### src/rtl/rotating_keyed_byte_cipher_macros.svh
// Assertion helpers shared by the cipher RTL.
// Every check is sampled on the rising edge of clk and is switched off while rst is high.
`ifndef ROTATING_KEYED_BYTE_CIPHER_MACROS_SVH
`define ROTATING_KEYED_BYTE_CIPHER_MACROS_SVH

// Same-cycle implication
`define RKBC_ASSERT_NOW(label, ante, cons) \
  label: assert property (@(posedge clk) disable iff (rst) (ante) |-> (cons)) \
    else $error("rkbc check failed: same-cycle implication");

// Next-cycle implication
`define RKBC_ASSERT_NEXT(label, ante, cons) \
  label: assert property (@(posedge clk) disable iff (rst) (ante) |=> (cons)) \
    else $error("rkbc check failed: next-cycle implication");

`endif

### src/rtl/rkbc_pkg.sv
package rkbc_pkg;

  // Key store geometry
  localparam int KEY_LENGTH_DEF = 35;
  localparam int KEY_ROM_DEPTH  = 64;
  localparam int POS_W          = $clog2(KEY_ROM_DEPTH);

  // Configuration port widths
  localparam int CFG_INDEX_W = 8;
  localparam int CFG_DATA_W  = 16;

  // Register indexes
  localparam logic [CFG_INDEX_W-1:0] REG_ADD_OFFSET_A    = 8'd0;
  localparam logic [CFG_INDEX_W-1:0] REG_KEY_OFFSET_B    = 8'd1;
  localparam logic [CFG_INDEX_W-1:0] REG_ROTATE_SELECT_C = 8'd2;
  localparam logic [CFG_INDEX_W-1:0] REG_ENCIPHER_MODE   = 8'd3;

  // Fixed bias added to plain bytes before mixing
  localparam logic [7:0] PLAIN_BIAS = 8'h40;

  // Key bytes; entries past the key text read as zero
  localparam logic [7:0] KEY_ROM [KEY_ROM_DEPTH] = '{
    0: 8'h59,  1: 8'h55,  2: 8'h4B,  3: 8'h4F,  4: 8'h5F,  5: 8'h4B,  6: 8'h41,
    7: 8'h57,  8: 8'h41,  9: 8'h49, 10: 8'h5F, 11: 8'h50, 12: 8'h55, 13: 8'h52,
    14: 8'h50, 15: 8'h4C, 16: 8'h45, 17: 8'h5F, 18: 8'h53, 19: 8'h59, 20: 8'h53,
    21: 8'h54, 22: 8'h45, 23: 8'h4D, 24: 8'h5F, 25: 8'h53, 26: 8'h41, 27: 8'h56,
    28: 8'h45, 29: 8'h5F, 30: 8'h43, 31: 8'h48, 32: 8'h45, 33: 8'h43, 34: 8'h4B,
    default: 8'h00
  };

  // Register file contents
  typedef struct packed {
    logic [7:0]  add_offset_a;
    logic [7:0]  key_offset_b;
    logic [15:0] rotate_select_c;
    logic        encipher_mode;
  } rkbc_cfg_t;

  // Item held in the input register
  typedef struct packed {
    logic [7:0] data_byte;
    logic       last_byte;
    logic [7:0] mixed_key;
  } rkbc_item_t;

endpackage

### src/rtl/rkbc_out_if.sv
// Result stream from the block
interface rkbc_out_if;
  logic        valid;
  logic        ready;
  logic [7:0]  result_byte;
  logic [15:0] running_sum;
  logic        block_end;

  modport source (output valid, output result_byte, output running_sum, output block_end,
                  input ready);
  modport sink (input valid, input result_byte, input running_sum, input block_end,
                output ready);
endinterface

### src/rtl/rkbc_out_stage.sv
`include "rotating_keyed_byte_cipher_macros.svh"

module rkbc_out_stage
  import rkbc_pkg::*;
(
  input  logic       clk,
  input  logic       rst,
  input  rkbc_cfg_t  regs,
  input  logic       item_valid,
  input  rkbc_item_t item,
  output logic       item_ready,
  rkbc_out_if.source result_ch
);

  logic [2:0]  rot;
  logic [15:0] sel_word;
  logic [7:0]  enc_t;
  logic [15:0] enc_rot;
  logic [15:0] dec_rot;
  logic [7:0]  dec_t;
  logic [7:0]  res;
  logic [7:0]  cipher_side;
  logic [15:0] sum;
  logic [15:0] sum_next;
  logic        move;

  // Output register takes a new result when empty or being drained
  assign item_ready = !result_ch.valid || result_ch.ready;
  assign move       = item_valid && item_ready;

  // Rotation of 2..5 from two bits of c picked by a[3:1]
  assign sel_word = regs.rotate_select_c >> regs.add_offset_a[3:1];
  assign rot      = {1'b0, sel_word[1:0]} + 3'd2;

  // Encipher: bias, mix, add a, rotate left
  assign enc_t   = ((item.data_byte + PLAIN_BIAS) ^ item.mixed_key) + regs.add_offset_a;
  assign enc_rot = {enc_t, enc_t} << rot;

  // Decipher: rotate right, subtract a, unmix, remove bias
  assign dec_rot = {item.data_byte, item.data_byte} >> rot;
  assign dec_t   = ((dec_rot[7:0] - regs.add_offset_a) ^ item.mixed_key) - PLAIN_BIAS;

  always_comb begin
    if (regs.encipher_mode) begin
      res         = enc_rot[15:8];
      cipher_side = enc_rot[15:8];
    end else begin
      res         = dec_t;
      cipher_side = item.data_byte;
    end
  end

  // Checksum over the ciphered side
  assign sum_next = sum + {8'h00, cipher_side};

  always_ff @(posedge clk) begin
    if (rst) begin
      sum             <= '0;
      result_ch.valid <= 1'b0;
    end else begin
      if (move) begin
        sum <= item.last_byte ? 16'h0000 : sum_next;
      end
      if (move) begin
        result_ch.valid <= 1'b1;
      end else if (result_ch.ready) begin
        result_ch.valid <= 1'b0;
      end
    end
  end

  // Result register
  always_ff @(posedge clk) begin
    if (move) begin
      result_ch.result_byte <= res;
      result_ch.running_sum <= sum_next;
      result_ch.block_end   <= item.last_byte;
    end
  end

  `RKBC_ASSERT_NEXT(a_sum_cleared, (move && item.last_byte), (sum == 16'h0000))
  `RKBC_ASSERT_NEXT(a_result_loaded, move, result_ch.valid)
  `RKBC_ASSERT_NEXT(a_drained_empty, (result_ch.valid && result_ch.ready && !move),
                    !result_ch.valid)

endmodule

### src/flat_wrapper.sv
// flat-port wrapper written by rule: the top's interface ports become plain ports
module rkbc_out_stage_flat import rkbc_pkg::*;
  (clk, rst, regs, item_valid, item, item_ready, result_ch_valid, result_ch_result_byte, result_ch_running_sum, result_ch_block_end, result_ch_ready);
  rkbc_out_if result_ch_i ();
  input  logic clk;
  input  logic rst;
  input  rkbc_cfg_t regs;
  input  logic item_valid;
  input  rkbc_item_t item;
  output logic item_ready;
  output wire logic [$bits(result_ch_i.valid)-1:0] result_ch_valid;
  output wire logic [$bits(result_ch_i.result_byte)-1:0] result_ch_result_byte;
  output wire logic [$bits(result_ch_i.running_sum)-1:0] result_ch_running_sum;
  output wire logic [$bits(result_ch_i.block_end)-1:0] result_ch_block_end;
  input wire logic [$bits(result_ch_i.ready)-1:0] result_ch_ready;
  assign result_ch_valid = result_ch_i.valid;
  assign result_ch_result_byte = result_ch_i.result_byte;
  assign result_ch_running_sum = result_ch_i.running_sum;
  assign result_ch_block_end = result_ch_i.block_end;
  assign result_ch_i.ready = result_ch_ready;
  rkbc_out_stage u_core (.clk(clk), .rst(rst), .regs(regs), .item_valid(item_valid), .item(item), .item_ready(item_ready), .result_ch(result_ch_i));
endmodule
### config.mk
export PLATFORM = sky130hd
export DESIGN_NAME = rkbc_out_stage_flat
export DESIGN_NICKNAME = d
export VERILOG_FILES = /design/src/rtl/rkbc_pkg.sv /design/src/rtl/rkbc_out_if.sv /design/src/rtl/rkbc_out_stage.sv /design/src/flat_wrapper.sv
export VERILOG_INCLUDE_DIRS = /design/src /design/src/rtl
export SDC_FILE = /design/constraint.sdc
export NUM_CORES = 1
export LEC_CHECK = 0
export ABC_AREA = 1
export BUFFER_PORTS_ARGS = -buffer_cell sky130_fd_sc_hd__buf_2
export CAP_MARGIN = 20
export CORE_ASPECT_RATIO = 0.6
export CORE_MARGIN = 2
export CORE_UTILIZATION = 56
export CTS_BUF_LIST = sky130_fd_sc_hd__clkbuf_8
export CTS_CLUSTER_DIAMETER = 40
export DETAILED_ROUTE_END_ITERATION = 8
export HOLD_SLACK_MARGIN = 0.03
export PLACE_DENSITY = 0.85
export RECOVER_POWER = 100
export SYNTH_ARGS = -nofsm -noshare
export SYNTH_HDL_FRONTEND = slang
export SYNTH_SLANG_ARGS = --single-unit
### constraint.sdc
create_clock -name clk -period 4.2 [get_ports clk]
set_input_delay 0.42 -clock clk [delete_from_list [all_inputs] [get_ports clk]]
set_output_delay 0.42 -clock clk [all_outputs]
set_load 0.02 [all_outputs]
; Word level (Yosys, flattened, before mapping)
; Cells that the tools add are included.
[word_totals]
regBits = 42
inputBits = 54
output_inout_bits = 27
wordCells = 25
[op_classes]
add_sub_neg = 6
shifts = 3
muxes = 5
bitwise = 2
n_reduce_logical = 4
[op_table]
columns = cell, count
row1 = adder 16 x 8 -> 16 bit, 1
row2 = 2-to-1 mux 16 bit, 1
row3 = 2-to-1 mux 8 bit, 2
row4 = left shift 16 x 3 -> 16 bit, 1
row5 = right shift 16 x 3 -> 2 bit, 1
row6 = right shift 16 x 3 -> 8 bit, 1
row7 = XOR 8 bit, 2
row8 = "adder 8 x 7 -> 8 bit, second input constant", 1
row9 = adder 8 bit, 1
row10 = "subtractor 8 x 7 -> 8 bit, second input constant", 1
row11 = subtractor 8 bit, 1
row12 = "adder 2 x 2 -> 3 bit, second input constant", 1
row13 = 2-to-1 mux 1 bit, 2
row14 = nonzero test 2 bit, 1
row15 = logical AND 1 bit, 1
row16 = zero test 1 bit, 1
row17 = logical OR 1 bit, 1

; Depth between registers and ports, before layout
; Gate-level depths: netlist of the first run.
[logic_depth]
depth_word = 7
depth_mapped = 27
ltp_nobuf = 26

; Worst setup path after synthesis of the first run
; Ideal clock, no wire load.
[synth_path]
path_kind = input-to-reg
startpoint = in item[0] (netlist bit)
endpoint = reg u_core.result_ch.running_sum[12] (data pin)
setup_ps = 255
arrival_ps = 3276
required_time_ps = 3945
slack_ps = 669
cell_stages = 22
path_buffers = 0
cell_sequence = xor2_1 ha_1 fa_1 nand3_1 nand3_1 xnor2_1 nand2_1 nand2_1 a21oi_1 nand2_1 o21ai_1 ha_1 inv_1 fa_1 inv_1 nand3_1 nand2_1 nand2_1 o211ai_2 nand4_1 or2_1 and2_1
[synth_via]
elab_chain_len = 5
[synth_rtl]
columns = item, line_no
row1 = start: declaration, flat_wrapper.sv:9  ; input rkbc_item_t item;
row2 = XOR 8 bit, rkbc_out_stage.sv:36  ; assign enc_t = ((item.data_byte + PLAIN_BIAS) ^ item.mixed_key) + regs.add_offset_a;
row3 = adder 8 bit, rkbc_out_stage.sv:36
row4 = left shift 16 x 3 -> 16 bit, rkbc_out_stage.sv:37  ; assign enc_rot = {enc_t, enc_t} << rot;
row5 = 2-to-1 mux 8 bit, rkbc_out_stage.sv:44  ; if (regs.encipher_mode) begin
row6 = adder 16 x 8 -> 16 bit, rkbc_out_stage.sv:54  ; assign sum_next = sum + {8'h00, cipher_side};
row7 = net u_core.sum_next[12], rkbc_out_stage.sv:24  ; logic [15:0] sum_next;
row8 = end signal: assignment, rkbc_out_stage.sv:76  ; result_ch.running_sum <= sum_next;
row9 = end: declaration, rkbc_out_if.sv:9  ; modport source (output valid, output result_byte, output running_sum, output block_end,
; The timed path passes the listed nets, and every way through them passes these cells.
; A chain may end at the register's enable or synchronous reset.

; Worst setup path in the final report of the first run
[layout_path]
startpoint = in item[9] (netlist bit)
endpoint = reg u_core.sum[10]
[layout_via]
elab_chain_len = 7
[layout_rtl]
columns = item, line_no
row1 = adder 8 x 7 -> 8 bit, rkbc_out_stage.sv:36
row2 = XOR 8 bit, rkbc_out_stage.sv:36
row3 = adder 8 bit, rkbc_out_stage.sv:36
row4 = left shift 16 x 3 -> 16 bit, rkbc_out_stage.sv:37
row5 = 2-to-1 mux 8 bit *, rkbc_out_stage.sv:44
row6 = adder 16 x 8 -> 16 bit *, rkbc_out_stage.sv:54
row7 = net u_core.sum_next[10], rkbc_out_stage.sv:24
row8 = 2-to-1 mux 16 bit *, rkbc_out_stage.sv:62  ; sum <= item.last_byte ? 16'h0000 : sum_next;
row9 = end signal: assignment, rkbc_out_stage.sv:62
row10 = end: declaration, rkbc_out_stage.sv:23  ; logic [15:0] sum;
; The timed path passes the listed nets; every way through them passes the cells marked *.

==> results of run 1 <==
## worst min-delay path by stage
stage                   startpoint                         end  slack, ns  cells past startpoint
global placement    u_core.sum[15]              u_core.sum[15]       0.45                      2
detailed placement   u_core.sum[0]               u_core.sum[0]       0.47                      2
finish                     item[8]  u_core.result_ch.block_end       0.35                      1
CTS                        item[8]  u_core.result_ch.block_end       0.32                      1
floorplan           u_core.sum[15]              u_core.sum[15]       0.45                      2
global route               item[8]  u_core.result_ch.block_end       0.34                      1
## where the power goes
part	total, W	internal (W)	switching (W)	leakage (nW)
Combinational	0.000607	0.000208	0.000399	1.43
Sequential	0.000504	0.000491	0.0000135	0.385
Clock	0.000262	0.000130	0.000131	0.0524
Total	0.00137	0.000829	0.000544	1.87
## per-layer routing
metal / wire length [um] / GRT usage [%]
met5: 0 / 0
met2: 3390 / 36.9
met3: 835 / 5.56
met4: 96 / 5.10
met1: 4340 / 41.2
## cell families after synthesis
family / after synthesis / synth area share, %
XOR/XNOR: 34 / 8.92
flip-flops: 42 / 31.1
adder cells (fa/ha/maj): 26 / 9.92
multiplexers: 1 / 0.286
AO/OA/AOI/OAI: 67 / 10.7
buffers and inverters: 76 / 8.89
AND/OR/NAND/NOR: 232 / 30.1
## cells in the final DEF, fill, tap and decap left out, types with 3 or more instances in the layout
master,count
ha_1,23
buf_2,35
nor2_1,10
o21ai_0,19
edfxtp_1,25
inv_1,60
clkbuf_1,30
xor2_1,23
clkbuf_8,6
a21oi_1,29
xnor2_1,11
nand3_2,3
o21ai_1,7
inv_2,5
dfxtp_1,17
nand4_1,8
nand2_1,137
nand3_1,55
nand2_2,5
fa_1,3
## stage by stage
stage | setup WS (ns) | util, % | instance area, um2 | total power (W)
final | 0.448 | 64.1 | 3900 | 0.00137
after global routing | 0.134 | 64.1 | 3900 | 0.00147
after CTS | 0.526 | 65.3 | 3970 | 0.00137
after detailed placement | 0.224 | 63.8 | 3880 | 0.00111
after global placement | 0.273 | 63.8 | 3880 | 0.00110
after floorplan | 0.669 | - | 3510 | 0.000958
## critical path: stages
cell      delay [ns]
buf_2           0.13
xor2_1          0.14
ha_1            0.23
fa_1            0.43
nand3_1         0.09
nand3_1         0.08
xnor2_1         0.15
nand2_1         0.07
nand2_1         0.07
a21oi_1         0.12
nand2_1         0.07
o21ai_0         0.08
ha_1            0.20
inv_1           0.08
fa_1            0.41
inv_1           0.08
nand3_1         0.06
nand2_1         0.14
nand2_1         0.09
o211ai_2        0.10
nand2_2         0.07
nor2_1          0.20
xor2_1          0.26
nand2_2         0.09
a21oi_2         0.12
## registers in the layout, summed over array words and instances (netlist names)
signal                        count
u_core.result_ch.running_sum     16
u_core.result_ch.block_end        1
u_core.result_ch.result_byte      8
u_core.result_ch.valid            1
u_core.sum                       16
## layout make-up
type / count / area [um2]
Sequential cell: 42 / 1090
Clock inverter: 2 / 8.76
Inverter: 65 / 249
Multi-Input combinational cell: 360 / 2060
Timing Repair Buffer: 67 / 303
Clock buffer: 6 / 82.6
Fill cell: 549 / 2180
Tap cell: 84 / 105
==> out/results.txt, run 1 <==
Clk_lat worst skew = 0.29 ns
Gp weighted congestion = 0.987
Setup crit end = u_core.sum[10]
Synth area leader = edfxtp_1
CTS H-Tree Depth = 2
Fmax = 0.267 GHz
Initial cell density of the core = 57.6%
Residual DRC = 0
Floorplan core area = 0.00608 mm2
Post-Synthesis Cell Area = 0.00351 mm2
Post-CTS Setup Inserts = 0
Hold Path Class = in2reg
Final hold violation count = 0
TritonCTS Buffers = 5
Worst slew pin tran = 0.948 ns
Top-Level Pins = 81
Non-filler cells, final = 626
CTS Sinks = 42
Vias in the first global route = 2996
R2r endpoint = u_core.sum[10]
Top_reg_cell synth = edfxtp_1
First-pass GRT wire length = 14.3 mm
Most common cell in the netlist = nand2_1
Max-cap violations = 0
Syn avg cell area = 7.33 um2
Peak VDD IR = 0.000199 V
Gr usage total = 26.3%
CTS resizes = 0
Rel. slew slack = 36.8%
Die Ht = 65.3 um
DR pass1 iterations = 5
Flops & latches, synth = 42
Synthesized instance count = 478
Detailed router's first-iteration violation count = 325
Tmin final = 3.75 ns
Nets = 621
Crit share post-route = 89.3%
Worst-path clk slew = 0.08 ns
Largest net degree at the start of global routing = 26
Die Wd = 106 um
Mapped Nets = 558
Synth cell types = 42
Async SR Flop Fraction = 0%
Min Hold Slack = 0.346 ns
RR Startpoint = u_core.sum[0]
Commonest cells in the netlist = 135 x nand2_1, 59 x inv_1, 53 x nand3_1
Critical Path AT = 3.98 ns
Vias per Instance = 5.42
Final wirelength = 8.66 mm
Critical Path RT = 4.43 ns
Power Density = 352 mW/mm2
Post-synth EDFFs = 25
Area delta synth->final = 11.3%
ANT nets after route = 0
RSZ-0062 raised after global routing = no
Fin. max-slew vios = 0
Area of the die = 0.00693 mm2
Core Rows = 22
Reg2Reg Setup Slack = 1.93 ns
Crit-path max FO = 3
Wire length per cell = 13.8 um
Status = finished clean
Cell count after placement = 617
# port buffers = 65
Synth top area cells = edfxtp_1 21%, nand2_1 14%, dfxtp_1 9.7%
Placed wire-length estimate = 6.88 mm
Register area share after synthesis = 31.1%
Via Count = 3392
Post-CTS Hold Fix Bufs = 0
Worst Reg2Reg Path Length in Cells = 13
Setup crit end kind = register
CTS tree = yes
Ant. Diodes = 0
Leak = 1.87 nW
Final Setup Violations = 0
CP startpoint = item[9]
Critical path type = in2reg
Clock root buffer = clkbuf_8
Ys Warns = 0
Initial antenna violation count = 0
Worst Clk Skew = 0.00787 ns
Total global routing overflow = 0
Critical path launch point type = input port
Layout cells sized above 1 = 12.2%
Setup TNS = 0 ns
Longest Clk Path Bufs = 2
Top cell type's share of synthesized area = 21.4%
Power figures use the tool's default switching activity.
==> run 2: changes to the inputs <==
==> constraint.sdc (replaced) <==
create_clock -name clk -period 4.2 [get_ports clk]
set_input_delay 0.21 -clock clk [delete_from_list [all_inputs] [get_ports clk]]
set_output_delay 0.21 -clock clk [all_outputs]
set_load 0.02 [all_outputs]
==> run 2 against run 1 <==
Via count grew 0.18%. Total power increased by 4.6%. Routed wire length is 1.1% lower. Clock skew is 0.0041 ns higher. Die area stayed put. Register-to-register slack better by 0.04 ns. Hold slack lost 0.23 ns. Maximum frequency rose by 3.1%. Clock-buffer cell count stayed put. Global-route usage fell by 0.52 points. Largest power group unchanged. Cell area increased by 1.2%. Combinational power is essentially flat. Highest routed layer unchanged.
==> out/results.txt, run 2 (synthesis gave the netlist of run 1 again) <==
Setup TNS = 0 ns
Ant. Diodes = 0
Core Rows = 22
Worst-path clk slew = 0.07 ns
Most frequent cells in the layout = 137 x nand2_1, 60 x inv_1, 53 x nand3_1
Area of the die = 0.00693 mm2
Hold_sp = item[8]
Setup crit end kind = register
Crit share post-route = 86.6%
Critical Path AT = 3.69 ns
First-pass GRT wire length = 14.1 mm
Power Density = 364 mW/mm2
Most common cell after layout, fill and taps aside = nand2_1
Final Setup Violations = 0
Worst Clk Skew = 0.0120 ns
Via Count = 3398
# port buffers = 65
Clock root buffer = clkbuf_8
Hold Path Class = in2reg
Longest Clk Path Bufs = 2
Post-CTS Hold Fix Bufs = 0
Gr usage total = 25.8%
CTS tree = yes
Leak = 1.89 nW
Worst Reg2Reg Path Length in Cells = 11
Biggest registers after layout = u_core.result_ch.running_sum (16), u_core.sum (16), u_core.result_ch.result_byte (8)
Design area = 0.00395 mm2
DR pass1 iterations = 5
Initial cell density of the core = 57.6%
Tmin final = 3.64 ns
Fin. max-slew vios = 0
Max-cap violations = 0
Peak VDD IR = 0.000204 V
RR Startpoint = u_core.sum[0]
Worst slew pin tran = 0.943 ns
Critical path launch point type = input port
Residual DRC = 0
Post-CTS Setup Inserts = 0
Critical Path RT = 4.25 ns
Wire length per cell = 13.7 um
Gp weighted congestion = 0.982
CTS H-Tree Depth = 2
CP startpoint = regs[26]
Layout cells sized above 1 = 13.1%
Crit-path max FO = 25
CTS resizes = 0
Final WS setup = 0.561 ns
Top-Level Pins = 81
Fill cells = 546
Detailed router's first-iteration violation count = 317
Floorplan core area = 0.00608 mm2
Worst Hold Path Cells = 1
Total global routing overflow = 0
RSZ-0062 raised after global routing = no
DP Worst Slack = 0.396 ns
Initial antenna violation count = 0
Vias per Instance = 5.44
Dpl cell area = 0.00387 mm2
Critical path type = in2reg
CTS Sinks = 42
Placed wire-length estimate = 6.87 mm
Vias in the first global route = 3049
Largest net degree at the start of global routing = 26
TritonCTS Buffers = 5
Die Wd = 106 um
Status = finished clean
Die Ht = 65.3 um
Rel. slew slack = 37.0%
Min Hold Slack = 0.116 ns
Nets = 620
Final hold violation count = 0
ANT nets after route = 0
Clk_lat worst skew = 0.29 ns
Final wirelength = 8.56 mm
Fmax = 0.275 GHz
Area delta synth->final = 12.6%
## run 2: final timing paths
check,slack [ns],to
worst max-delay path,0.56,u_core.result_ch.running_sum[12]
worst min-delay path,0.12,u_core.result_ch.block_end
worst max register to register,1.97,u_core.result_ch.running_sum[12]
worst min register to register,0.48,u_core.sum[7]
## run 2: area by class of cell
class,count,area (um2),share of cell area (%)
repair buffers,66,298,7.55
flip-flops and latches,42,1090,27.6
multi-input cells,360,2090,52.9
clock buffers,6,82.6,2.09
well taps,84,105,2.66
inverters,65,249,6.31
clock inverters,2,33.8,0.856
## run 2: worst max-delay path, stage by stage
cell and delay (ns):
clkbuf_1 0.57, nand2_1 0.12, nand3_1 0.13, nand3_2 0.14, nand2_4 0.26, inv_2 0.12
nand2_1 0.09, nand2_1 0.07, a21oi_1 0.13, nand2_1 0.08, o21ai_1 0.10, ha_1 0.19
inv_1 0.08, fa_1 0.41, inv_1 0.07, nand3_1 0.06, nand2_1 0.13, nand2_1 0.09
o211ai_2 0.10, nand4_1 0.16, or2_1 0.24, and2_1 0.13
## run 2: where the power goes
| part | internal [W] | switching [W] |
|---|---|---|
| clock | 0.000191 | 0.000132 |
| sequential | 0.000491 | 0.0000133 |
| combinational | 0.000207 | 0.000401 |
## run 2: through the flow
stage / utilization (%) / std cells / total power [W]
2_1_floorplan: - / 478 / 0.000958
4_1_cts: 65.6 / 624 / 0.00144
3_5_place_dp: 63.7 / 616 / 0.00111
3_3_place_gp: 63.7 / 616 / 0.00110
6_report: 64.9 / 625 / 0.00144
5_1_grt: 64.9 / 625 / 0.00153
## run 2: per-layer routing
metal	vias up	track usage, %	part of all wire [%]
met5	-	0	0
met4	0	5.26	1.2
met3	10	8.13	12
met2	182	36.5	38
met1	1508	38.3	48
li1	1698	-	-
==> run 3: changes to the inputs <==
--- a/config.mk
+++ b/config.mk
@@ -13,7 +13,7 @@
 export CORE_MARGIN = 2
 export CORE_UTILIZATION = 56
 export CTS_BUF_LIST = sky130_fd_sc_hd__clkbuf_8
-export CTS_CLUSTER_DIAMETER = 40
+export CTS_CLUSTER_DIAMETER = 120
 export DETAILED_ROUTE_END_ITERATION = 8
 export HOLD_SLACK_MARGIN = 0.03
 export PLACE_DENSITY = 0.85
==> constraint.sdc (replaced) <==
create_clock -name clk -period 3.6 [get_ports clk]
set_input_delay 0.18 -clock clk [delete_from_list [all_inputs] [get_ports clk]]
set_output_delay 0.18 -clock clk [all_outputs]
set_load 0.02 [all_outputs]
==> run 3 against run 2 <==
Hold slack worse by 0.040 ns. Total power up 12%. Highest routed layer unchanged. Clock power fell by 7.1%. Critical path depth increased by 1. Flip-flop and latch count unchanged. Sequential power is 17% higher. Via count increased by 1.1%. Cell area increased by 0.35%. First-iteration DRC count fell by 3.8%. Core utilization increased by 0.23 points. Cell count rose by 1.1%. Worst setup slack got worse by 0.25 ns.
==> out/results.txt, run 3 (synthesis gave the netlist of run 1 again) <==
Tmin final = 3.29 ns
RSZ-0062 raised after global routing = no
Max-cap violations = 0
Worst slew pin tran = 0.932 ns
Gp weighted congestion = 0.969
Worst Hold Path Cells = 1
Vias per Instance = 5.43
Area delta synth->final = 13.0%
Critical path type = in2reg
Rel. slew slack = 37.8%
CTS Sinks = 42
Fin. max-slew vios = 0
Crit-path max FO = 3
Via Count = 3434
Die Wd = 106 um
Die Ht = 65.3 um
Clock root buffer = clkbuf_8
Worst Reg2Reg Path Length in Cells = 11
Longest Clk Path Bufs = 2
Wire length per cell = 14.1 um
DR pass1 iterations = 5
Worst Clk Skew = 0.00876 ns
Clock power frac = 18.6%
TritonCTS Buffers = 5
Peak VDD IR = 0.000194 V
ANT nets after route = 0
Biggest registers after layout = u_core.result_ch.running_sum (16), u_core.sum (16), u_core.result_ch.result_byte (8)
Final hold violation count = 0
Initial antenna violation count = 0
Crit share post-route = 91.3%
Placed wire-length estimate = 7.12 mm
Residual DRC = 0
Core Rows = 22
Setup crit end kind = register
Layout cells sized above 1 = 13.9%
CTS tree = yes
Area of the die = 0.00693 mm2
Most frequent cells in the layout = 137 x nand2_1, 61 x inv_1, 54 x nand3_1
# port buffers = 65
Detailed router's first-iteration violation count = 305
Leak = 1.91 nW
Initial cell density of the core = 57.6%
Largest net degree at the start of global routing = 26
Final wirelength = 8.90 mm
Power, Total = 0.00161 W
Sequential power share = 36.4%
Status = finished clean
Internal Pwr Total = 0.000975 W
Design area = 0.00396 mm2
Core Util, Final = 65.1%
Fmax = 0.304 GHz
Switching portion of total power = 39.6%
Clk_lat worst skew = 0.30 ns
Final Setup Violations = 0
Top-Level Pins = 81
Worst-path clk slew = 0.07 ns
Critical path launch point type = input port
First-pass GRT wire length = 14.4 mm
Power Density = 407 mW/mm2
Total global routing overflow = 0
Logic pwr share = 44.9%
Ant. Diodes = 0
Most common cell after layout, fill and taps aside = nand2_1
Switching Power = 0.000638 W
Hold Path Class = in2reg
Critical Path AT = 3.34 ns
Floorplan core area = 0.00608 mm2
Critical Path RT = 3.65 ns
CTS H-Tree Depth = 2
Gr usage total = 26.8%
Post-CTS Hold Fix Bufs = 0
Nets = 627
Vias in the first global route = 3056
Dpl cell area = 0.00393 mm2
==> run 3: cell count changes in the layout (fill, tap and decap cells not counted), moves of 2 or more <==
| cell | change |
|---|---|
| buf_4 | +4 |
| o21ai_1 | +2 |
| clkbuf_4 | +2 |
| o21ai_0 | -2 |
==> run 3: area by class of cell <==
class	instances	area (um2)
clock inverters	2	7.51
inverters	65	249
multi-input cells	360	2080
fillers	546	2120
repair buffers	73	348
clock buffers	6	82.6
well taps	84	105
flip-flops and latches	42	1090
==> run 3: final timing paths <==
kind	from	end	slack, ns
min	item[8]	u_core.result_ch.block_end	0.08
max	item[9]	u_core.result_ch.running_sum[12]	0.31
max reg2reg	u_core.sum[0]	u_core.result_ch.running_sum[12]	1.47
min reg2reg	u_core.sum[5]	u_core.sum[5]	0.48
==> run 3: critical path: stages <==
cell	delay (ns)
buf_2	0.13
xor2_1	0.15
ha_1	0.23
fa_2	0.38
nand3_1	0.08
nand3_1	0.09
xnor2_1	0.15
nand2_1	0.06
nand2_1	0.07
a21oi_1	0.12
nand2_1	0.07
o21ai_0	0.07
ha_1	0.18
inv_1	0.07
fa_1	0.38
inv_1	0.07
nand3_1	0.06
nand2_1	0.11
nand2_1	0.08
o211ai_2	0.09
nand4_1	0.15
or2_1	0.24
and2_1	0.13
==> run 3: per-layer routing <==
metal  up-vias  part of all wire [%]  GRT usage (%)
li1       1712                     -              -
met1      1532                    48           39.3
met2       176                    40           38.9
met3        14                    11           6.94
met4         0                   1.4           7.57
met5         -                     0              0
==> run 3: repair_timing <==
item / 4_1_cts / 5_1_grt
setup buffers: 0 / 0
resized for setup: 0 / 1
endpoints found under the setup margin: 0 / 1
==> run 3: metrics by stage <==
stage,hold slack [ns],worst slack (ns),TNS (ns),instances
finish,0.0765,0.315,0,632
global placement,0.378,0.0417,0,623
CTS,0.0719,0.294,0,631
detailed placement,0.376,-0.0105,-0.0105,623
floorplan,0.279,0.309,0,478
global route,0.0777,0.0163,0,632
==> run 3: power groups by stage <==
stage	registers [W]	clock network (W)	logic (W)
CTS	0.000587	0.000305	0.000722
global placement	0.000597	0	0.000700
global route	0.000593	0.000325	0.000801
detailed placement	0.000597	0	0.000717
floorplan	0.000648	0	0.000470
finish	0.000588	0.000300	0.000725
