## src/rtl/rotating_keyed_byte_cipher_macros.svh

```systemverilog
// Assertion helpers shared by the cipher RTL.
// Every check is sampled on the rising edge of clk and is switched off while rst is high.
`ifndef ROTATING_KEYED_BYTE_CIPHER_MACROS_SVH
`define ROTATING_KEYED_BYTE_CIPHER_MACROS_SVH

// Same-cycle implication
`define RKBC_ASSERT_NOW(label, ante, cons) \
  label: assert property (@(posedge clk) disable iff (rst) (ante) |-> (cons)) \
    else $error("rkbc check failed: same-cycle implication");

// Next-cycle implication
`define RKBC_ASSERT_NEXT(label, ante, cons) \
  label: assert property (@(posedge clk) disable iff (rst) (ante) |=> (cons)) \
    else $error("rkbc check failed: next-cycle implication");

`endif

```

## src/rtl/rkbc_pkg.sv

```systemverilog
package rkbc_pkg;

  // Key store geometry
  localparam int KEY_LENGTH_DEF = 35;
  localparam int KEY_ROM_DEPTH  = 64;
  localparam int POS_W          = $clog2(KEY_ROM_DEPTH);

  // Configuration port widths
  localparam int CFG_INDEX_W = 8;
  localparam int CFG_DATA_W  = 16;

  // Register indexes
  localparam logic [CFG_INDEX_W-1:0] REG_ADD_OFFSET_A    = 8'd0;
  localparam logic [CFG_INDEX_W-1:0] REG_KEY_OFFSET_B    = 8'd1;
  localparam logic [CFG_INDEX_W-1:0] REG_ROTATE_SELECT_C = 8'd2;
  localparam logic [CFG_INDEX_W-1:0] REG_ENCIPHER_MODE   = 8'd3;

  // Fixed bias added to plain bytes before mixing
  localparam logic [7:0] PLAIN_BIAS = 8'h40;

  // Key bytes; entries past the key text read as zero
  localparam logic [7:0] KEY_ROM [KEY_ROM_DEPTH] = '{
    0: 8'h59,  1: 8'h55,  2: 8'h4B,  3: 8'h4F,  4: 8'h5F,  5: 8'h4B,  6: 8'h41,
    7: 8'h57,  8: 8'h41,  9: 8'h49, 10: 8'h5F, 11: 8'h50, 12: 8'h55, 13: 8'h52,
    14: 8'h50, 15: 8'h4C, 16: 8'h45, 17: 8'h5F, 18: 8'h53, 19: 8'h59, 20: 8'h53,
    21: 8'h54, 22: 8'h45, 23: 8'h4D, 24: 8'h5F, 25: 8'h53, 26: 8'h41, 27: 8'h56,
    28: 8'h45, 29: 8'h5F, 30: 8'h43, 31: 8'h48, 32: 8'h45, 33: 8'h43, 34: 8'h4B,
    default: 8'h00
  };

  // Register file contents
  typedef struct packed {
    logic [7:0]  add_offset_a;
    logic [7:0]  key_offset_b;
    logic [15:0] rotate_select_c;
    logic        encipher_mode;
  } rkbc_cfg_t;

  // Item held in the input register
  typedef struct packed {
    logic [7:0] data_byte;
    logic       last_byte;
    logic [7:0] mixed_key;
  } rkbc_item_t;

endpackage

```

## src/rtl/rkbc_in_if.sv

```systemverilog
// Byte stream towards the block
interface rkbc_in_if;
  logic       valid;
  logic       ready;
  logic [7:0] data_byte;
  logic       last_byte;

  modport source (output valid, output data_byte, output last_byte, input ready);
  modport sink (input valid, input data_byte, input last_byte, output ready);
endinterface

```

## src/rtl/rkbc_in_stage.sv

```systemverilog
`include "rotating_keyed_byte_cipher_macros.svh"

module rkbc_in_stage
  import rkbc_pkg::*;
#(
  parameter int KEY_LENGTH = KEY_LENGTH_DEF
) (
  input  logic       clk,
  input  logic       rst,
  rkbc_in_if.sink    data_ch,
  input  rkbc_cfg_t  regs,
  output logic       item_valid,
  output rkbc_item_t item,
  input  logic       item_ready
);

  logic [POS_W-1:0] key_pos;
  logic [POS_W-1:0] key_pos_next;
  logic [POS_W:0]   pos_inc;
  logic             take;

  // Input register frees up when empty or when its item moves on
  assign data_ch.ready = !item_valid || item_ready;
  assign take          = data_ch.valid && data_ch.ready;

  // Key position: wraps at the key length, restarts after a block end
  assign pos_inc = {1'b0, key_pos} + {{POS_W{1'b0}}, 1'b1};
  always_comb begin
    if (data_ch.last_byte || (pos_inc >= (POS_W+1)'(KEY_LENGTH))) begin
      key_pos_next = '0;
    end else begin
      key_pos_next = pos_inc[POS_W-1:0];
    end
  end

  always_ff @(posedge clk) begin
    if (rst) begin
      key_pos    <= '0;
      item_valid <= 1'b0;
    end else begin
      if (take) begin
        key_pos <= key_pos_next;
      end
      if (take) begin
        item_valid <= 1'b1;
      end else if (item_ready) begin
        item_valid <= 1'b0;
      end
    end
  end

  // Payload: byte, flag and the key byte mixed with offset b
  always_ff @(posedge clk) begin
    if (take) begin
      item.data_byte <= data_ch.data_byte;
      item.last_byte <= data_ch.last_byte;
      item.mixed_key <= KEY_ROM[key_pos] + regs.key_offset_b;
    end
  end

  `RKBC_ASSERT_NOW(a_pos_in_range, 1'b1, ({1'b0, key_pos} < (POS_W+1)'(KEY_LENGTH)))
  `RKBC_ASSERT_NEXT(a_pos_restart, (take && data_ch.last_byte), (key_pos == '0))
  `RKBC_ASSERT_NOW(a_ready_when_empty, !item_valid, data_ch.ready)

endmodule

```

## src/flat_wrapper.sv

```systemverilog
// flat-port wrapper written by rule: the top's interface ports become plain ports
module rkbc_in_stage_flat import rkbc_pkg::*;
#(
  parameter int KEY_LENGTH = KEY_LENGTH_DEF
)
  (clk, rst, regs, item_valid, item, item_ready, data_ch_valid, data_ch_data_byte, data_ch_last_byte, data_ch_ready);
  rkbc_in_if data_ch_i ();
  input  logic clk;
  input  logic rst;
  input  rkbc_cfg_t regs;
  output logic item_valid;
  output rkbc_item_t item;
  input  logic item_ready;
  input wire logic [$bits(data_ch_i.valid)-1:0] data_ch_valid;
  input wire logic [$bits(data_ch_i.data_byte)-1:0] data_ch_data_byte;
  input wire logic [$bits(data_ch_i.last_byte)-1:0] data_ch_last_byte;
  output wire logic [$bits(data_ch_i.ready)-1:0] data_ch_ready;
  assign data_ch_i.valid = data_ch_valid;
  assign data_ch_i.data_byte = data_ch_data_byte;
  assign data_ch_i.last_byte = data_ch_last_byte;
  assign data_ch_ready = data_ch_i.ready;
  rkbc_in_stage #(.KEY_LENGTH(KEY_LENGTH)) u_core (.clk(clk), .rst(rst), .data_ch(data_ch_i), .regs(regs), .item_valid(item_valid), .item(item), .item_ready(item_ready));
endmodule
```

## config.mk

```make
export PLATFORM = sky130hd
export DESIGN_NAME = rkbc_in_stage_flat
export DESIGN_NICKNAME = d
export VERILOG_FILES = /design/src/rtl/rkbc_pkg.sv /design/src/rtl/rkbc_in_if.sv /design/src/rtl/rkbc_in_stage.sv /design/src/flat_wrapper.sv
export VERILOG_INCLUDE_DIRS = /design/src /design/src/rtl
export SDC_FILE = /design/constraint.sdc
export NUM_CORES = 1
export LEC_CHECK = 0
export BUFFER_PORTS_ARGS = -buffer_cell sky130_fd_sc_hd__buf_2
export CAP_MARGIN = 20
export CORE_AREA = 4 4 80 101
export CTS_CLUSTER_SIZE = 24
export DETAILED_ROUTE_END_ITERATION = 10
export DIE_AREA = 0 0 84 105
export PLACE_DENSITY = 0.43
export SLEW_MARGIN = 30
export SYNTH_ARGS = -nofsm -noshare
export SYNTH_HDL_FRONTEND = slang
export SYNTH_SLANG_ARGS = --single-unit
export TNS_END_PERCENT = 5
```

## constraint.sdc

```tcl
create_clock -name clk -period 3.4 [get_ports clk]
set_input_delay 0.68 -clock clk [delete_from_list [all_inputs] [get_ports clk]]
set_output_delay 0.68 -clock clk [all_outputs]
set_load 0.02 [all_outputs]
```

# After elaboration in Yosys (flattened, before gate mapping)
# Memories as Yosys holds them, arrays and structs flattened.
# Index checks and enable logic that the tools add are counted.
[classes]
n_reduce_logical = 5
magnitude_cmp = 2
bitwise = 1
n_addsub = 2
n_mux = 5
[ops]
columns = ["cell", "n"]
rows = [
  ["2-to-1 mux 8 bit", 2],
  ["adder 8 bit", 1],
  ["adder 6 x 1 -> 7 bit, second input constant", 1],
  ["greater-or-equal comparator 7 x 6 -> 1 bit, second input constant", 1],
  ["greater-or-equal comparator 7 bit, second input constant", 1],
  ["NOT 6 -> 7 bit", 1],
  ["2-to-1 mux 6 bit", 1],
  ["logical OR 1 bit", 2],
  ["2-to-1 mux 1 bit", 2],
  ["nonzero test 2 bit", 1],
  ["logical AND 1 bit", 1],
  ["logical NOT 1 bit", 1],
]
[totals]
memories = 1
in_bits = 46
wordCells = 21
ff_bits = 24
out_inout_bits = 19
mem_bits_ro = 512
[memory_table]
columns = ["name", "depth", "width", "read_ports", "rd_clocked_by_memory_dff", "write_ports", "line", "text"]
rows = [
  ["(name not given)", 64, 8, 1, 0, 0, "rkbc_in_stage.sv:57", "item.mixed_key <= KEY_ROM[key_pos] + regs.key_offset_b;"],
]

# Logic depth before layout (Yosys ltp)
# Gate-level depths: netlist (run 1).
[depth]
ltp_word = 5
depth_mapped = 15
mapped_depth_nobuf = 15

# Least setup slack after synthesis (run 1)
# No wires, ideal clock.
[synth_timing]
path_kind = "register -> register"
start = "reg u_core.key_pos[1]"
end = "reg u_core.item[6] (netlist name)"
n_path_buf = 0
setup_time_ns = 0.259
arrival_ns = 2.719
path_stages_with_launch = 14
slack_ns = 0.422
period_less_slack_ns = 2.978
t_required_ns = 3.141
cell_sequence = "dfxtp_1 -> inv_1 -> ha_1 -> nand2b_1 -> o211ai_1 -> o211a_1 -> o31ai_2 -> inv_2 -> fa_1 -> nor2b_1 -> o21ai_0 -> a21boi_0 -> o21ai_0 -> xnor2_1"
[synth_via]
elab_chain_cells = 5
[synth_lines]
columns = ["element", "line", "text"]
rows = [
  ["start, declared", "rkbc_in_stage.sv:17", "logic [POS_W-1:0] key_pos;"],
  ["start signal, assigned", "rkbc_in_stage.sv:42", "key_pos <= key_pos_next;"],
  ["NOT 6 -> 7 bit (implied by the code)", "rkbc_in_stage.sv:57", ""],
  ["memory (64 x 8 bit)", "--", ""],
  ["2-to-1 mux 8 bit (implied by the code) (2 in series)", "rkbc_in_stage.sv:57", ""],
  ["adder 8 bit", "rkbc_in_stage.sv:57", ""],
]
# Every way passes these cells. The select of a mux whose other input is x is not followed.
# A chain may end at the register's enable or synchronous reset.

# Final worst setup path (run 1)
[layout_timing]
start = "reg u_core.key_pos[1]"
end = "reg u_core.item[6] (netlist name)"
[layout_via]
elab_chain_cells = 5
[layout_lines]
columns = ["element", "line"]
rows = [
  ["NOT 6 -> 7 bit (implied by the code)", "rkbc_in_stage.sv:57"],
  ["memory (64 x 8 bit)", "--"],
  ["2-to-1 mux 8 bit (implied by the code) (2 in series)", "rkbc_in_stage.sv:57"],
  ["adder 8 bit", "rkbc_in_stage.sv:57"],
]
# Every way passes these cells. The select of a mux whose other input is x is not followed.

==> impl_results.md, run 1 <==
- Period minus WS final: 2.999 ns
- Simple-gate area share of the yosys netlist: 0.1448
- CORE AREA: 0.007182 mm²
- Initial antenna violation count: 0
- Launch point of the worst hold path: u_core.item_valid
- Hold path depth: 2
- DRC: 0
- Sequential area share after synthesis: 0.3881
- Startpoint types: flip-flop
- Final total power: 690.4 µW
- Multi-input logic area: 908.4 µm²
- Total track usage: 0.08354
- Initial Utilization: 0.2334
- Async set-reset flop share out of synthesis: 0
- Cells after Synth: 164
- Synth-to-layout area growth: 22.84%
- Pre-CTS setup slack: 0.2867 ns
- Period Utilization, post-route: 0.8820
- Clock root cell: clkbuf_8
- # port buffers: 39
- Netlist Area Pre-Place: 0.001677 mm²
- Post-synth EDFFs: 17
- Flops & latches, synth: 24
- Synth Warn #: 0
- Die Area: 0.008820 mm²
- Met1 wire length: 1451 µm
- Max Cap Viol: 0
- Routed wire length: 3586 µm
- Max Fclk: 333.4 MHz
- Clk slew on worst S/H paths: 0.09 ns
- Routed Antenna Nets: 0
- WP data arrival: 3.02 ns
- Synth cell count leaders: edfxtp_1, ha_1, nand2_1
- Worst setup EP type: flip-flop
- Crit Path Category: flip-flop to flip-flop
- DR WL met3: 172 µm
- H-tree depth: 1
- Reg-to-reg startpoint: u_core.key_pos[1]
- Post-synthesis xor/xnor area fraction: 0.06194
- Fill count: 771
- Peak VDD IR: 0.1369 mV
- Worst hold path class: flip-flop to flip-flop
- R2R cell count: 15
- Largest family of logic cells by synthesized area: compound AO/OA/AOI/OAI gates
- Number of CTS-inserted buffers: 3
- Final setup violation count: 0
- Mux cell area share after synthesis: 0.03582
- Worst path max stage delay: 0.40 ns
- CTS tree: done
- Share of the synthesized area in the top cell type: 0.3045
- Chip width: 84 µm
- Row count: 35
- Adder-Cell Fraction of Synth Area: 0.1164
- Count leader, synth: edfxtp_1
- CP Cell Sequence: inv_1 -> ha_1 -> nor2_1 -> nand2_1 -> o21ai_0 -> a221o_1 -> o21ai_0 -> ha_1 -> inv_1 -> fa_1 -> nor2b_1 -> o21ai_0 -> a21boi_1 -> o21ai_0 -> xnor2_1
- Primary FF master, synth: edfxtp_1
- Crit Path Max Fanout: 5
- Most common cell on crit path: o21ai_0
- CP required: 3.42 ns
- Wire per inst: 11.95 µm
- DR WL met2: 1931 µm
- Setup tns final: 0 ns
- Synth cell types: 48
- Vias per cell: 4.390
- Storage element area: 650.6 µm²
- GP Congestion: 0.7537
- Clock sink count: 24
- Critical-path top delay cell: fa_1
- Status: finished, final reports clean
- Syn_nets: 225
- Crit path buf inv count: 2
- Lkg Pwr: 0.0008482 µW
- Synth top area cells: edfxtp_1, ha_1, dfxtp_1
- DRT Pass-1 Iters: 4
- Reg2reg end: u_core.item[6]
- Max Slew Vio Count: 0
- Hold EP: u_core.item_valid
- Die H: 105 µm
- Share of cells above drive strength 1: 0.3077
- First-pass GRT wire length: 6106 µm
- Post-synthesis compound-gate area fraction: 0.1828
- Largest net degree at the start of global routing: 20
- Placed Area: 0.001993 mm²
- DR top layer: met4
- Skew-Pair Late Insertion Delay: 0.27 ns
- Grt total ovfl: 0
- Final Hold Fails: 0
- Yosys top cell by area: edfxtp_1
- R2r setup slk: 0.40 ns
- DR vias: 1317
- Power Dens Cells: 335.2 mW/mm²
- IO Count: 65
- Final Cell Area: 0.002059 mm²
- Post-Syn Area per Cell: 10.22 µm²
- RSZ-0062 raised after global routing: no
- Nets: 270
- Drt initial violations: 57
- Post-CTS Setup Inserts: 0
- Post-layout worst setup margin: 0.4010 ns
- Slew headroom: 0.5385
- Clk_skew: 0.008333 ns
- Slew @ Worst Pin: 0.6916 ns
- Hpwl dp: 2927 µm
- Delay-heaviest family, CP: compound AO/OA/AOI/OAI gates
- Clk buf depth: 2
- Antenna Cells: 0
- Vias in the first global route: 1301
## stage by stage
step	cells	util	hold WS, ns
detailed placement	296	0.2775	0.5117
finish	300	0.2868	0.5189
global route	300	0.2868	0.5505
global placement	296	0.2775	0.4999
CTS	300	0.2868	0.5257
floorplan	164	-	0.5376
## worst max-delay path by stage
stage | startpoint | to | slack [ns] | cells after the start
after floorplan | u_core.key_pos[1] | u_core.item[6] | 0.42 | 13
after global placement | u_core.key_pos[1] | u_core.item[6] | 0.31 | 15
after detailed placement | u_core.key_pos[1] | u_core.item[6] | 0.29 | 15
after CTS | u_core.key_pos[1] | u_core.item[6] | 0.25 | 15
after global routing | u_core.key_pos[1] | u_core.item[6] | 0.05 | 15
final | u_core.key_pos[1] | u_core.item[6] | 0.40 | 15
## routing by layer
| layer | vias to the layer above | GRT usage |
|---|---|---|
| met5 | - | 0 |
| met4 | 0 | 0.02414 |
| met3 | 2 | 0.02050 |
| met2 | 24 | 0.1564 |
| met1 | 610 | 0.09188 |
| li1 | 681 | - |
## cells by family (layout without fill, tap and decap cells)
group	count (synthesis)	count (layout)
simple gates	46	46
compound gates	43	43
flops	24	24
buf+inv	22	66
fa+ha+maj	15	15
xor+xnor	11	11
mux	3	3
## sequential cells by signal, summed over array words and instances (netlist names)
name               flops
u_core.item_valid      1
u_core.key_pos         6
u_core.item           17
## worst min-delay path: stages, from the launching register on
cell	delay [ns]
dfxtp_1	0.34
nand2b_4	0.08
a21oi_1	0.06
## what timing repair did
item / 4_1_cts / 5_1_grt
hold buffers: 0 / 0
hold endpoints to repair: 0 / 0
gates resized for setup: 0 / 1
setup endpoints to repair: 0 / 1
## power breakdown
group / internal [µW] / total, µW / leakage, µW / switching (µW)
combinational: 52.5 / 128 / 0.000593 / 75.9
clock: 128 / 222 / 0.0000339 / 94.4
sequential: 336 / 340 / 0.000221 / 4.18
## layout by cell type, fill, tap and decap left out, types with 4 or more instances in the layout
cell type and count:
nand2_1 14, edfxtp_1 17, buf_2 39, inv_1 12
dfxtp_1 7, xnor2_1 4, buf_4 10, ha_1 14
xor2_1 6, o21ai_0 10, a21oi_1 10, nor2_1 11
## area by class of cell
cell class                 count  area share
timing repair buffer          49      0.1312
sequential                    24      0.3159
tap                           92     0.05589
inverter                      13     0.02369
clock buffer                   4     0.03220
multi-input combinational    118      0.4411
(Power assumes the default switching activity.)
==> run 2, diff against run 1 <==
Settings changed: PLACE_DENSITY 0.43 to 0.52.
Clock period 3.4 ns to 3.6 ns, I/O delays scaled along.
==> run 2 against run 1 <==
Wire length fell by 5.5%. Worst hold slack improved by 0.0017 ns. Power fell by 5.5%. Setup slack improved by 0.19 ns. Via count rose by 0.68%. Critical endpoint unchanged. Count of clock-buffer cells in the layout did not move.
==> impl_results.md, run 2 (synthesized netlist as in run 1, its figures left out) <==
- Grt total ovfl: 0 (unchanged)
- Final setup violation count: 0 (unchanged)
- GP Congestion: 0.7894 (was 0.7537)
- Max FFs per register: 17 (unchanged)
- Power Dens Cells: 320.2 mW/mm² (was 335.2 mW/mm²)
- Commonest non-fill, non-tap cell in the layout: buf_2 (unchanged)
- Final Cell Area: 0.002037 mm² (was 0.002059 mm²)
- Number of CTS-inserted buffers: 3 (unchanged)
- Launch point of the worst hold path: u_core.item_valid (unchanged)
- Switching share of power: 0.2542 (was 0.2527)
- Flop pwr share: 0.492 (about the same)
- Status: finished, final reports clean (unchanged)
- RSZ-0062 raised after global routing: no (unchanged)
- CORE AREA: 0.007182 mm² (unchanged)
- Pint: 486.4 µW (was 515.9 µW)
- Total track usage: 0.07799 (was 0.08354)
- Fill count: 760 (was 771)
- Chip width: 84 µm (unchanged)
- Nets: 267 (was 270)
- Initial Utilization: 0.2334 (unchanged)
- Startpoint types: flip-flop (unchanged)
- Initial antenna violation count: 0 (unchanged)
- Core Util, Final: 0.2836 (was 0.2868)
- Switching power: 165.8 µW (was 174.5 µW)
- Clk_skew: 0.003327 ns (was 0.008333 ns)
- Final Hold Fails: 0 (unchanged)
- Row count: 35 (unchanged)
- Vias in the first global route: 1283 (was 1301)
- Hpwl dp: 2701 µm (was 2927 µm)
- Synth-to-layout area growth: 21.49% (was 22.84%)
- CP required: 3.63 ns (was 3.42 ns)
- Crit Path Category: flip-flop to flip-flop (unchanged)
- Drt initial violations: 76 (was 57)
- Slew headroom: 0.5219 (was 0.5385)
- IO Count: 65 (unchanged)
- Post-CTS Setup Inserts: 0 (unchanged)
- Max Fclk: 332.7 MHz (was 333.4 MHz)
- Wire per inst: 11.40 µm (was 11.95 µm)
- CTS Hold Bufs: 0 (unchanged)
- Clock root cell: clkbuf_8 (unchanged)
- Clk buf depth: 2 (unchanged)
- CTS tree: done (unchanged)
- Reg-to-reg startpoint: u_core.key_pos[0] (was u_core.key_pos[1])
- Vias per cell: 4.465 (was 4.390)
- PostCTS Resize Cnt: 0 (unchanged)
- Lkg Pwr: 0.0008315 µW (was 0.0008482 µW)
- Crit path from: u_core.key_pos[0] (was u_core.key_pos[1])
- Most flops, register: u_core.item (unchanged)
- Final total power: 652.2 µW (was 690.4 µW)
- H-tree depth: 1 (unchanged)
- First-pass GRT wire length: 5761 µm (was 6106 µm)
- Die H: 105 µm (unchanged)
- DR vias: 1326 (was 1317)
- WP data arrival: 3.03 ns (was 3.02 ns)
- Clk slew on worst S/H paths: 0.09 ns (about the same)
- Slew @ Worst Pin: 0.7164 ns (was 0.6916 ns)
- Placed Area: 0.001971 mm² (was 0.001993 mm²)
- Worst hold path class: flip-flop to flip-flop (unchanged)
- Hold EP: u_core.item_valid (unchanged)
- Share of cells above drive strength 1: 0.2976 (was 0.3077)
- Reg2reg end: u_core.item[6] (unchanged)
- Largest registers: u_core.item (17), u_core.key_pos (6), u_core.item_valid (1) (unchanged)
- Skew-Pair Late Insertion Delay: 0.27 ns (about the same)
- DRC: 0 (unchanged)
- DRT Pass-1 Iters: 4 (unchanged)
- Max Cap Viol: 0 (unchanged)
- Period Utilization, post-route: 0.8348 (was 0.8820)
- Combinational Power Share: 0.184 (was 0.186)
- Period minus WS final: 3.005 ns (was 2.999 ns)
- Max Slew Vio Count: 0 (unchanged)
- Hold path depth: 2 (unchanged)
- # port buffers: 39 (unchanged)
- Antenna Cells: 0 (unchanged)
- Largest net degree at the start of global routing: 20 (unchanged)
- Crit Path Max Fanout: 7 (was 5)
- R2r setup slk: 0.59 ns (was 0.40 ns)
- Number of placed instances, taps included: 293 (was 296)
- R2R cell count: 13 (was 15)
- Worst setup EP type: flip-flop (unchanged)
- Peak VDD IR: 0.1031 mV (was 0.1369 mV)
- Routed wire length: 3387 µm (was 3586 µm)
- Die Area: 0.008820 mm² (unchanged)
- Final cell count without fillers: 297 (was 300)
- Setup tns final: 0 ns (unchanged)
- Clock sink count: 24 (unchanged)
- Clock share of power: 0.324 (was 0.322)
- Most frequent cells in the layout: buf_2, edfxtp_1, nand2_1, ha_1, inv_1 (unchanged)
- Routed Antenna Nets: 0 (unchanged)
## run 2: layer usage
metal  vias up  track usage  routed length, µm
li1        674            -                  -
met1       624      0.08897               1391
met2        26       0.1377               1805
met3         2      0.02050                160
met4         0      0.02989                 30
met5         -            0                  0
## run 2: how the worst max path moves through the flow
stage	cells past startpoint	slack (ns)	to
final	13	0.59	u_core.item[6]
after global routing	13	0.23	u_core.item[6]
after CTS	13	0.55	u_core.item[6]
after detailed placement	13	0.57	u_core.item[6]
after global placement	13	0.58	u_core.item[6]
after floorplan	13	0.62	u_core.item[6]
## run 2: area by class of cell
class	count	area (µm²)	area share
multi-input cells	118	908.4	0.4459
flip-flops and latches	24	650.6	0.3194
repair buffers	46	247.7	0.1216
well taps	92	115.1	0.05651
clock buffers	4	66.31	0.03256
inverters	13	48.80	0.02396
## run 2: power by group through the flow
stage                     Clock [µW]  Combinational (µW)  Sequential, µW
after global placement             0                 122             327
after floorplan                    0                55.7             351
after detailed placement           0                 122             328
after global routing             227                 133             323
after CTS                        222                 122             322
final                            211                 120             321
## run 2: worst max-delay path, cell delays in order, from the launching register on
cell and delay (ns):
dfxtp_1 0.34, inv_1 0.06, ha_1 0.39, nand2b_1 0.19, o211ai_1 0.11, o211a_1 0.17
o31ai_2 0.28, inv_2 0.06, fa_1 0.43, nor2b_1 0.12, o21ai_0 0.10, a21boi_0 0.26
o21ai_0 0.14, xnor2_1 0.13
## run 2: metrics by stage
stage	setup WS (ns)	hold WS (ns)
detailed placement	0.5659	0.5097
floorplan	0.6223	0.5376
global placement	0.5755	0.4993
finish	0.5946	0.5206
CTS	0.5494	0.5235
global route	0.2346	0.5351
==> run 3, diff against run 2 <==
Settings changed: ABC_AREA set to 1, CORE_AREA 4 4 80 101 to 4 4 79 100, DIE_AREA 0 0 84 105 to 0 0 83 104, PLACE_DENSITY 0.52 to 0.53.
Clock period 3.6 ns to 3.1 ns, I/O delays scaled along.
==> run 3 against run 2 <==
Sequential share of layout area up 0.60 points. Count of clock-buffer cells in the layout is the same. Worst hold slack worse by 0.0070 ns. Sequential power rose by 26%. Via count rose by 11%. Clock power is 18% higher. Wire length increased by 11%. Design area down 1.8%. Non-clock buffer count decreased by 1. Global-route usage increased by 1.1 points. Synthesized cell count rose by 20%. Clock skew decreased by 0.0021 ns. Critical path type unchanged. Largest power group unchanged. Highest routed layer unchanged.
==> impl_results.md, run 3 <==
- Synth cell types: 29 (was 48)
- Die H: 104 µm (was 105 µm)
- Die Area: 0.008632 mm² (was 0.008820 mm²)
- Antenna Cells: 0 (unchanged)
- Slew headroom: 0.4351 (was 0.5219)
- DR vias: 1469 (was 1326)
- # port buffers: 39 (unchanged)
- CTS Hold Bufs: 0 (unchanged)
- Initial antenna violation count: 0 (unchanged)
- Synth top area cells: edfxtp_1, ha_1, nand2_1 (was edfxtp_1, ha_1, dfxtp_1)
- Netlist Area Pre-Place: 0.001638 mm² (was 0.001677 mm²)
- Cells after Synth: 196 (was 164)
- Slew @ Worst Pin: 0.8465 ns (was 0.7164 ns)
- Most frequent cells in the layout: nand2_1, buf_2, inv_1 (was buf_2, edfxtp_1, nand2_1, ha_1, inv_1)
- Syn_nets: 257 (was 225)
- Worst path max stage delay: 0.44 ns (was 0.43 ns)
- Most flops, register: u_core.item (unchanged)
- Fill count: 765 (was 760)
- Period minus WS final: 2.655 ns (was 3.005 ns)
- Post-CTS Setup Inserts: 0 (unchanged)
- DRT Pass-1 Iters: 4 (unchanged)
- Post-synth EDFFs: 17 (unchanged)
- DRC: 0 (unchanged)
- Share of the synthesized area in the top cell type: 0.3117 (was 0.3045)
- Skew-Pair Late Insertion Delay: 0.27 ns (about the same)
- Power Dens Cells: 471.7 mW/mm² (was 320.2 mW/mm²)
- Clock root cell: clkbuf_8 (unchanged)
- Worst setup EP type: flip-flop (unchanged)
- RSZ-0062 raised after global routing: no (unchanged)
- Grt total ovfl: 0 (unchanged)
- Max Slew Vio Count: 0 (unchanged)
- Share of cells above drive strength 1: 0.2363 (was 0.2976)
- Sequential area share after synthesis: 0.3972 (was 0.3881)
- Max Fclk: 376.6 MHz (was 332.7 MHz)
- Routed wire length: 3764 µm (was 3387 µm)
- Synth cell count leaders: nand2_1, inv_1, a21oi_1 (was edfxtp_1, ha_1, nand2_1)
- Async set-reset flop share out of synthesis: 0 (unchanged)
- Status: finished, final reports clean (unchanged)
- First-pass GRT wire length: 6437 µm (was 5761 µm)
- Crit Path Max Fanout: 6 (was 7)
- Final setup violation count: 0 (unchanged)
- Flops & latches, synth: 24 (unchanged)
- Row count: 34 (was 35)
- Drt initial violations: 116 (was 76)
- Clock sink count: 24 (unchanged)
- CTS tree: done (unchanged)
- Yosys top cell by area: edfxtp_1 (unchanged)
- Wire per inst: 11.51 µm (was 11.40 µm)
- Clk_skew: 0.001261 ns (was 0.003327 ns)
- Hpwl dp: 2944 µm (was 2701 µm)
- Largest registers: u_core.item (17), u_core.key_pos (6), u_core.item_valid (1) (unchanged)
- Core Util, Final: 0.2901 (was 0.2836)
- IO Count: 65 (unchanged)
- Count leader, synth: nand2_1 (was edfxtp_1)
- H-tree depth: 1 (unchanged)
- Chip width: 83 µm (was 84 µm)
- Period Utilization, post-route: 0.8566 (was 0.8348)
- WP data arrival: 2.69 ns (was 3.03 ns)
- Total track usage: 0.08883 (was 0.07799)
- Max Cap Viol: 0 (unchanged)
- Crit Path Category: flip-flop to flip-flop (unchanged)
- Most common cell on crit path: nand2_1 (was o21ai_0)
- Vias in the first global route: 1376 (was 1283)
- Largest net degree at the start of global routing: 28 (was 20)
- CP Cell Sequence: inv_2 -> ha_1 -> nand2_1 -> o211ai_2 -> nand2_1 -> nand2_1 -> nand4_1 -> o21ai_1 -> inv_1 -> fa_1 -> o21ai_1 -> nand2_1 -> a21oi_1 -> xor2_1 (was inv_1 -> ha_1 -> nand2b_1 -> o211ai_1 -> o211a_1 -> o31ai_2 -> inv_2 -> fa_1 -> nor2b_1 -> o21ai_0 -> a21boi_0 -> o21ai_0 -> xnor2_1)
- Clk buf depth: 2 (unchanged)
- Initial Utilization: 0.2377 (was 0.2334)
- Post-Syn Area per Cell: 8.356 µm² (was 10.22 µm²)
- CORE AREA: 0.006892 mm² (was 0.007182 mm²)
- Clk slew on worst S/H paths: 0.09 ns (about the same)
- Startpoint types: flip-flop (unchanged)
- Worst hold path class: flip-flop to flip-flop (unchanged)
- Delay-heaviest family, CP: adder cells (was compound AO/OA/AOI/OAI gates)
- CP required: 3.13 ns (was 3.63 ns)
- Peak VDD IR: 0.1599 mV (was 0.1031 mV)
- Routed Antenna Nets: 0 (unchanged)
- Vias per cell: 4.492 (was 4.465)
- PostCTS Resize Cnt: 0 (unchanged)
- GP Congestion: 0.9345 (was 0.7894)
- Critical-path top delay cell: fa_1 (unchanged)
- Max FFs per register: 17 (unchanged)
- Lkg Pwr: 0.0009147 µW (was 0.0008315 µW)
- Setup tns final: 0 ns (unchanged)
- Primary FF master, synth: edfxtp_1 (unchanged)
- Synth Warn #: 0 (unchanged)
- Nets: 299 (was 267)
- Final Hold Fails: 0 (unchanged)
- Number of CTS-inserted buffers: 3 (unchanged)
- Crit path buf inv count: 2 (unchanged)
- Synth-to-layout area growth: 22.08% (was 21.49%)
- Commonest non-fill, non-tap cell in the layout: nand2_1 (was buf_2)
## run 3: changes by cell type in the layout (fill, tap and decap cells not counted), sizes merged, moves of 3 or more
cell and change:
a21oi +7, a31oi +3, a211oi -3, nand2 +28, nand3b -3, inv +13
xnor2 -4, nor2 -3, o41ai -4, nand3 +8, nand2b -4, nand4 +10
## run 3: cell type report
| cell class | instances | area, µm² | share of cell area |
|---|---|---|---|
| clock buffers | 4 | 66.31 | 0.03317 |
| well taps | 90 | 112.6 | 0.05632 |
| inverters | 26 | 100.1 | 0.05006 |
| multi-input cells | 138 | 829.5 | 0.4149 |
| flip-flops and latches | 24 | 650.6 | 0.3254 |
| repair buffers | 45 | 240.2 | 0.1201 |
## run 3: cell families (layout without fill, tap and decap cells)
kind of cell | after synthesis | after routing | synth area share
DFF | 24 | 24 | 0.3972
adders and majority gates | 15 | 15 | 0.1192
xor gates and xnor gates | 6 | 6 | 0.03209
and+or+nand+nor | 75 | 75 | 0.2101
AOI/OAI and AO/OA | 42 | 42 | 0.1452
buffers and inverters | 34 | 75 | 0.09626
## run 3: path summary, 6_finish.rpt
path	depth (start not counted)	startpoint	slack, ns	to
min	2	u_core.item_valid	0.51	u_core.item_valid
min reg2reg	2	u_core.item_valid	0.51	u_core.item_valid
max	14	u_core.key_pos[0]	0.44	u_core.item[6]
max reg2reg	14	u_core.key_pos[0]	0.44	u_core.item[6]
## run 3: power breakdown
group	total, µW	internal, µW	switching (µW)
sequential	403	388	14.8
combinational	290	109	181
clock	250	141	110
## run 3: per-layer routing
layer,global-route usage,wire length (µm),up-vias,share of wire
met5,0,0,-,0
met4,0.02687,42,0,0.011
met3,0.02219,234,5,0.062
met2,0.1594,1966,44,0.52
met1,0.1028,1521,669,0.40
li1,-,-,751,-
## run 3: metrics by stage
| stage | std cells | total power [µW] | cell area [µm²] | setup WS [ns] | hold WS (ns) |
|---|---|---|---|---|---|
| floorplan | 196 | 624.7 | 1638 | 0.4904 | 0.5720 |
| global placement | 323 | 700.1 | 1933 | 0.4559 | 0.4904 |
| detailed placement | 323 | 702.5 | 1933 | 0.4544 | 0.4991 |
| CTS | 327 | 960.6 | 1999 | 0.4333 | 0.5019 |
| global route | 327 | 1011 | 1999 | 0.1605 | 0.4993 |
| finish | 327 | 943.1 | 1999 | 0.4446 | 0.5136 |
## run 3: tightest hold or removal path: stages (launching register included)
cell and delay [ns]:
dfxtp_1 0.32, nand2_1 0.09, a21oi_1 0.07
